--- config.mk ---
export PLATFORM = sky130hd
export DESIGN_NAME = lbwp_ctrl
export DESIGN_NICKNAME = d
export VERILOG_FILES = /design/src/rtl/lbwp_pkg.sv /design/src/rtl/lbwp_ctrl.sv
export VERILOG_INCLUDE_DIRS = /design/src /design/src/rtl
export SDC_FILE = /design/constraint.sdc
export NUM_CORES = 1
export LEC_CHECK = 0
export BUFFER_PORTS_ARGS = -buffer_cell sky130_fd_sc_hd__buf_2
export CAP_MARGIN = 20
export CORE_MARGIN = 1
export CORE_UTILIZATION = 41
export DETAILED_ROUTE_END_ITERATION = 8
export PLACE_DENSITY = 0.81
export SYNTH_ARGS = -nofsm -noshare
export SYNTH_HDL_FRONTEND = slang
export SYNTH_SLANG_ARGS = --single-unit
--- constraint.sdc ---
create_clock -name clk -period 1.75 [get_ports clk]
set_clock_uncertainty 0.2 [all_clocks]
set_input_delay 0.2625 -clock clk [delete_from_list [all_inputs] [get_ports clk]]
set_output_delay 0.2625 -clock clk [all_outputs]
set_load 0.02 [all_outputs]
--- src/rtl/lidar_beam_to_world_points_unit_assert.svh ---
// ----------------------------------------------------------------------------
// Lidar beam projection: assertion macros
// Concurrent assertion forms for the projection unit's sequencer.
// ----------------------------------------------------------------------------
`ifndef LIDAR_BEAM_TO_WORLD_POINTS_UNIT_ASSERT_SVH
`define LIDAR_BEAM_TO_WORLD_POINTS_UNIT_ASSERT_SVH

// checked only out of reset
`define LBWP_ASSERT(label, prop, msg) \
  label: assert property (@(posedge clk) disable iff (rst) prop) else $error(msg);

// checked on every edge, reset included
`define LBWP_ASSERT_ALWAYS(label, prop, msg) \
  label: assert property (@(posedge clk) prop) else $error(msg);

`endif

--- src/rtl/lbwp_pkg.sv ---
// ----------------------------------------------------------------------------
// lbwp_pkg
// Types, constants and the arctangent table of the beam projection unit.
// ----------------------------------------------------------------------------
`timescale 1ns / 1ps

package lbwp_pkg;

  localparam int BEAM_COUNT       = 360;
  localparam int BEAM_WIN         = 90;
  localparam int CORDIC_STEPS_DEF = 18;
  localparam int STEP_W           = 5;
  localparam int XW               = 38;
  localparam int ZW               = 23;

  localparam logic signed [ZW-1:0] PI_Q16      = 23'sd205887;
  localparam logic signed [ZW-1:0] HALF_PI_Q16 = 23'sd102944;
  localparam logic signed [ZW-1:0] DEG_Q16     = 23'sd1144;
  localparam logic signed [XW-1:0] GAIN_Q30    = 38'sd652032875;
  localparam logic signed [33:0]   ONE_Q28     = 34'sd268435456;

  localparam logic [23:0] MAX_RANGE_RST     = 24'd131072;
  localparam logic [19:0] SENSOR_OFFSET_RST = 20'd21621;

  typedef enum logic {
    CFG_MAX_RANGE     = 1'b0,
    CFG_SENSOR_OFFSET = 1'b1
  } cfg_idx_t;

  typedef enum logic {
    REQ_POSE = 1'b0,
    REQ_BEAM = 1'b1
  } req_t;

  typedef struct packed {
    logic               req_type;
    logic signed [31:0] pos_x;
    logic signed [31:0] pos_y;
    logic signed [15:0] quat_w;
    logic signed [15:0] quat_x;
    logic signed [15:0] quat_y;
    logic signed [15:0] quat_z;
    logic [8:0]         beam_index;
    logic [23:0]        beam_range;
    logic               range_is_inf;
    logic               beam_last;
  } in_item_t;

  typedef struct packed {
    logic signed [31:0] point_x;
    logic signed [31:0] point_y;
    logic               point_valid;
    logic               last_of_scan;
  } out_item_t;

  typedef enum logic [3:0] {
    ST_IDLE,
    ST_DEC,
    ST_VSTEP,
    ST_RPREP,
    ST_RSTEP,
    ST_HEAD,
    ST_MOUNT,
    ST_BMUL,
    ST_BOUT
  } state_t;

  typedef struct packed {
    logic              load;
    logic              vprep;
    logic              bchk;
    logic              vstep;
    logic              rprep;
    logic              rstep;
    logic              head;
    logic              mount;
    logic              bmul;
    logic              bout;
    logic [STEP_W-1:0] step;
  } cmd_t;

  typedef struct packed {
    logic is_beam;
    logic beam_go;
    logic beam_last;
    logic out_free;
  } status_t;

  function automatic logic [15:0] atan_q16(input logic [STEP_W-1:0] i);
    logic [15:0] r;
    case (i)
      5'd0:    r = 16'd51472;
      5'd1:    r = 16'd30385;
      5'd2:    r = 16'd16055;
      5'd3:    r = 16'd8150;
      5'd4:    r = 16'd4091;
      5'd5:    r = 16'd2047;
      5'd6:    r = 16'd1024;
      5'd7:    r = 16'd512;
      5'd8:    r = 16'd256;
      5'd9:    r = 16'd128;
      5'd10:   r = 16'd64;
      5'd11:   r = 16'd32;
      5'd12:   r = 16'd16;
      5'd13:   r = 16'd8;
      5'd14:   r = 16'd4;
      5'd15:   r = 16'd2;
      5'd16:   r = 16'd1;
      default: r = 16'd0;
    endcase
    return r;
  endfunction

endpackage

--- src/rtl/lbwp_ctrl.sv ---
// ----------------------------------------------------------------------------
// lbwp_ctrl
// Sequencer: decode, CORDIC step counting and result hand-off.
// ----------------------------------------------------------------------------
`timescale 1ns / 1ps
`include "lidar_beam_to_world_points_unit_assert.svh"

module lbwp_ctrl #(
  parameter int CORDIC_STEPS = lbwp_pkg::CORDIC_STEPS_DEF
) (
  input  logic             clk,
  input  logic             rst,
  input  logic             in_valid,
  output logic             in_stall,
  input  lbwp_pkg::status_t sts,
  output lbwp_pkg::cmd_t   cmd
);

  localparam int SW = (CORDIC_STEPS > 1) ? $clog2(CORDIC_STEPS) : 1;
  localparam logic [SW-1:0] LAST_STEP = SW'(CORDIC_STEPS - 1);

  lbwp_pkg::state_t state, state_next;
  logic [SW-1:0]    step, step_next;

  always_ff @(posedge clk) begin
    if (rst) begin
      state <= lbwp_pkg::ST_IDLE;
      step  <= '0;
    end else begin
      state <= state_next;
      step  <= step_next;
    end
  end

  always_comb begin
    state_next = state;
    step_next  = step;
    unique case (state)
      lbwp_pkg::ST_IDLE: begin
        if (in_valid) state_next = lbwp_pkg::ST_DEC;
      end
      lbwp_pkg::ST_DEC: begin
        if (!sts.is_beam) state_next = lbwp_pkg::ST_VSTEP;
        else if (sts.beam_go) state_next = lbwp_pkg::ST_RPREP;
        else if (sts.beam_last) state_next = lbwp_pkg::ST_BOUT;
        else state_next = lbwp_pkg::ST_IDLE;
      end
      lbwp_pkg::ST_VSTEP: begin
        if (step == LAST_STEP) begin
          step_next  = '0;
          state_next = lbwp_pkg::ST_RPREP;
        end else begin
          step_next = step + 1'b1;
        end
      end
      lbwp_pkg::ST_RPREP: state_next = lbwp_pkg::ST_RSTEP;
      lbwp_pkg::ST_RSTEP: begin
        if (step == LAST_STEP) begin
          step_next  = '0;
          state_next = sts.is_beam ? lbwp_pkg::ST_BMUL : lbwp_pkg::ST_HEAD;
        end else begin
          step_next = step + 1'b1;
        end
      end
      lbwp_pkg::ST_HEAD:  state_next = lbwp_pkg::ST_MOUNT;
      lbwp_pkg::ST_MOUNT: state_next = lbwp_pkg::ST_IDLE;
      lbwp_pkg::ST_BMUL:  state_next = lbwp_pkg::ST_BOUT;
      lbwp_pkg::ST_BOUT: begin
        if (sts.out_free) state_next = lbwp_pkg::ST_IDLE;
      end
      default: state_next = lbwp_pkg::ST_IDLE;
    endcase
  end

  always_comb begin
    cmd      = '0;
    cmd.step = lbwp_pkg::STEP_W'(step);
    in_stall = 1'b1;
    unique case (state)
      lbwp_pkg::ST_IDLE: begin
        in_stall = 1'b0;
        cmd.load = in_valid;
      end
      lbwp_pkg::ST_DEC: begin
        cmd.vprep = !sts.is_beam;
        cmd.bchk  = sts.is_beam;
      end
      lbwp_pkg::ST_VSTEP: cmd.vstep = 1'b1;
      lbwp_pkg::ST_RPREP: cmd.rprep = 1'b1;
      lbwp_pkg::ST_RSTEP: cmd.rstep = 1'b1;
      lbwp_pkg::ST_HEAD:  cmd.head  = 1'b1;
      lbwp_pkg::ST_MOUNT: cmd.mount = 1'b1;
      lbwp_pkg::ST_BMUL:  cmd.bmul  = 1'b1;
      lbwp_pkg::ST_BOUT:  cmd.bout  = sts.out_free;
      default: ;
    endcase
  end

  `LBWP_ASSERT(a_step_range, (step <= LAST_STEP), "step counter past last step")
  `LBWP_ASSERT(a_accept_dec, (in_valid && !in_stall) |=> (state == lbwp_pkg::ST_DEC), "accept did not decode")
  `LBWP_ASSERT(a_vec_to_rot, (state == lbwp_pkg::ST_VSTEP && step == LAST_STEP) |=> (state == lbwp_pkg::ST_RPREP), "vectoring did not hand over")
  `LBWP_ASSERT_ALWAYS(a_step_idle, (state == lbwp_pkg::ST_IDLE) |-> (step == '0), "step counter not cleared")

endmodule

-- Word-level counts from Yosys, hierarchy flattened
Cells that the tools add are included.
- output and inout port bits: 16
- input port bits: 7
- word-level logic and storage cells: 40
- register bits after elaboration: 9
- add/sub/neg operators: 1
- multiplexer cells: 20
- equality and inequality tests: 13
- reductions and logical operators: 4
- operator list (operator ; number):
    $pmux W4 S8 ; 1
    $mux W4 ; 7
    $eq A4 B3 Y1 const B ; 4
    $mux W1 ; 9
    $eq A4 B2 Y1 const B ; 2
    $ne A2 B2 Y1 const B ; 4
    $add A5 B1 Y5 const B ; 1
    $eq A5 B5 Y1 const B ; 1
    $mux W5 ; 1
    $eq A4 B1 Y1 const B ; 1
    $eq A4 B4 Y1 const B ; 1
    $logic_not A4 Y1 ; 1
    $mux W2 ; 2
    $reduce_and A4 Y1 ; 1
    $reduce_or A2 Y1 ; 1
    $logic_not A1 Y1 ; 1

-- Logic depth before layout (Yosys ltp)
- depth in word-level cells: 4
- mapped depth: 6
- gate-level depth less buffers: 6

-- Worst setup path before layout
Ideal clock, no wire load.
- path type: register to register
- from: reg step[0]
- to: reg step[0]
- data required time: 1.425 ns
- arrival time: 1.427 ns
- buffers on the path: 0
- setup time: 0.125 ns
- slack: -0.003 ns
- period minus slack after synthesis: 1.753 ns
- cell stages (with the launch flop): 6
- path through: dfxtp_1 > ha_1 > nor4bb_1 > nor3_2 > mux2i_1 > nor2_1
- cells in the longest elaborated chain, start to end: 2
- elaborated cells between the ends (all ways): 3
- those cells by class: add/sub: 1; eq/ne: 1; mux: 1
- ends and longest elaborated chain (item ; line ; text):
    start: declaration ; lbwp_ctrl.sv:23 ; logic [SW-1:0] step, step_next;
    start signal: assignment ; lbwp_ctrl.sv:31 ; step <= step_next;
    $add A5 B1 Y5 or $eq A5 B5 Y1 (tied branches) ; n/a ;
    $mux W5 * ; lbwp_ctrl.sv:49, lbwp_ctrl.sv:58 ;
Mark *: on every way between the ends. The rest lies on a longest branch, timed or not.
A chain may end at the register's enable or synchronous reset.

==> impl_metrics.ini <==
[run_status]
status = completed

[yosys]
synth.net_count = 87
synth_top_area_share_pct = 30.51
ys_ff_latch = 9
avgSynthCellArea_um2 = 7.571
synth_area_leaders = dfxtp_1 31%, nor2_1 7.0%, nor3_1 5.9%
yosysTopAreaCell = dfxtp_1
netlist-cell-type-count = 29
syn_inst = 78
ys_seq_area_share_pct = 30.51
yosysWarnings = 0
syn_area_um2 = 590.6

[layout]
antenna_cells = 0
finalNetCount = 118
final_cell_area_um2 = 843.3
layout-drive-gt1-share_pct = 44.44
syn_to_final_growth_pct = 42.80
final_cell_mix = 18 x buf_2, 11 x buf_4, 8 x nor2_1
layout_commonest_cell = buf_2

[drt]
dr.pass1.iters = 4
remaining_drc_errors = 0
avgViaCountPerCell = 5.301
drt-wirelength-per-cell_um = 12.06
antenna_left = 0
routed_wl_um = 1483
vias = 652
drtIter0Drc = 7

[setup_path]
cp_cell_sequence = buf_4, nand2b_4, nor3_2, buf_4
max_stage_delay_ns = 0.32
startpoint_type = register
worstPathBufferInverterCount = 2
worstPathMaxFanout = 7
critPathMostFrequentCell = buf_4
path_class = register to output pin
critPathSlowestCell = dfxtp_1
crit_family = simple AND/OR/NAND/NOR gates
end_kind = output pin
required_ns = 1.29
cp.arrival_ns = 1.24

[grt]
overflow = 0
grt_usage_pct = 19.33
first_global_vias = 542
antenna_found_initial = 0
grt_max_degree = 12
grt_pass1_wl_um = 2063

[placed_design]
hpwl_um = 1038
portBuffers = 22
gp_congestion = 0.6964
placement.cell_area_um2 = 748.2

[sta]
rsz0062_at_grt = yes
timing.final.crit_share_pct = 97.51
slew_violations = 0
worst_pin_slew_ns = 0.4061
hold_ws_ns = 0.07975
slew_headroom_pct = 72.54
timing.fmax_ghz = 0.5860
hold_viol = 0
setup_viol = 0
finalCriticalPeriod_ns = 1.706

[clocking]
cts_tree = done
root_buffer = clkbuf_4
cts_sinks = 9
clk_latency_ns = 0.25
clkTransAtPathRegs_ns = 0.06
cts-buffers-inserted = 3
cts_max_path_buffers = 2
cts.htree.levels = 1

[die]
design.die.area_um2 = 1596
start_util_pct = 44.82
fp-row-count = 13
die_x_um = 39.95
ios = 23
core_area_um2 = 1318
die_h_um = 39.95

[min_path]
hold_class = input port to register

[power]
power.density_nw_per_um2 = 829.3
ir_worst_vdd_mv = 0.4584
p_leak_nw = 0.3783

[job]
drv_cap = 0
## cell usage after synthesis
library cell / number
inv_1: 3
nor4_1: 1
nor2_1: 11
mux2i_1: 1
nand3b_1: 3
nand3_1: 2
nand2_1: 5
o22a_1: 1
buf_1: 2
nor3_1: 7
nand2b_1: 3
o31ai_1: 1
a21oi_1: 5
buf_6: 1
nor4bb_1: 1
nor2b_1: 4
xnor2_1: 2
o21ai_0: 2
a31oi_1: 1
mux2_2: 1
a22oi_1: 1
clkbuf_1: 1
a211oi_1: 1
nor3_2: 1
or3_1: 1
dfxtp_1: 9
or2_4: 2
ha_1: 2
and3_1: 3
## final timing paths
kind	startpoint	endpoint	slack, ns	depth (start not counted)
min reg2reg	step[4]$_SDFFE_PP0P_	step[4]$_SDFFE_PP0P_	0.30	2
min	sts[1]	state[3]$_SDFFE_PP0P_	0.08	3
max	state[3]$_SDFFE_PP0P_	cmd[9]	0.04	4
max reg2reg	step[1]$_SDFFE_PP0P_	step[2]$_SDFFE_PP0P_	0.09	6
## worst min-delay path, delay by kind of cell
family	cells	cell delay, ns
buf+inv	1	0.10
simple gates	1	0.07
compound gates	1	0.06
## state kept, by name, indices dropped and copies added (netlist names)
signal / count
step: 5
state: 4
## per-layer routing
metal | global-route usage, % | vias up | wire length, µm
met5 | 0 | - | 0
met4 | 7.759 | 0 | 4
met3 | 5.000 | 2 | 76
met2 | 35.89 | 23 | 786
met1 | 20.27 | 291 | 616
li1 | - | 336 | -
## final cells by class
cell class	count	area (µm²)
clock buffer	4	26.28
sequential	9	185.2
tap	15	18.77
multi-input combinational	62	417.9
inverter	3	11.26
fill	125	474.2
timing repair buffer	30	183.9
## power by group
part | total [W] | switching (W) | internal (W)
Clock | 0.000156 | 0.0000688 | 0.0000876
Combinational | 0.000301 | 0.000162 | 0.000139
Sequential | 0.000242 | 0.0000196 | 0.000222
Total | 0.000699 | 0.000250 | 0.000449
## through the flow
stage               util [%]  TNS [ns]  total power, W  instances  setup slack, ns
finish                 64.01         0       0.0006994        123          0.04363
CTS                    59.26         0       0.0006733        121         0.001101
floorplan                  -         0       0.0004278         78          0.01966
global route           64.01  -0.08302       0.0007422        123         -0.02798
global placement       56.79         0       0.0005018        117           0.1170
detailed placement     56.79         0       0.0005067        117          0.01953
## what timing repair did
action,CTS,global route
pin swaps,1,3
gates resized for setup,3,15
setup endpoints to repair,5,9
hold buffers,0,0
setup buffers,0,2
## kinds of logic (layout without fill, tap and decap cells)
logic type	count (synthesis)	in the layout	share of synthesized area (%)
buf+inv	7	37	5.720
mux	2	2	3.602
fa+ha+maj	2	2	4.237
compound gates	12	12	12.29
simple gates	44	44	40.68
xor+xnor	2	2	2.967
flops	9	9	30.51
Power figures use the tool's default switching activity.
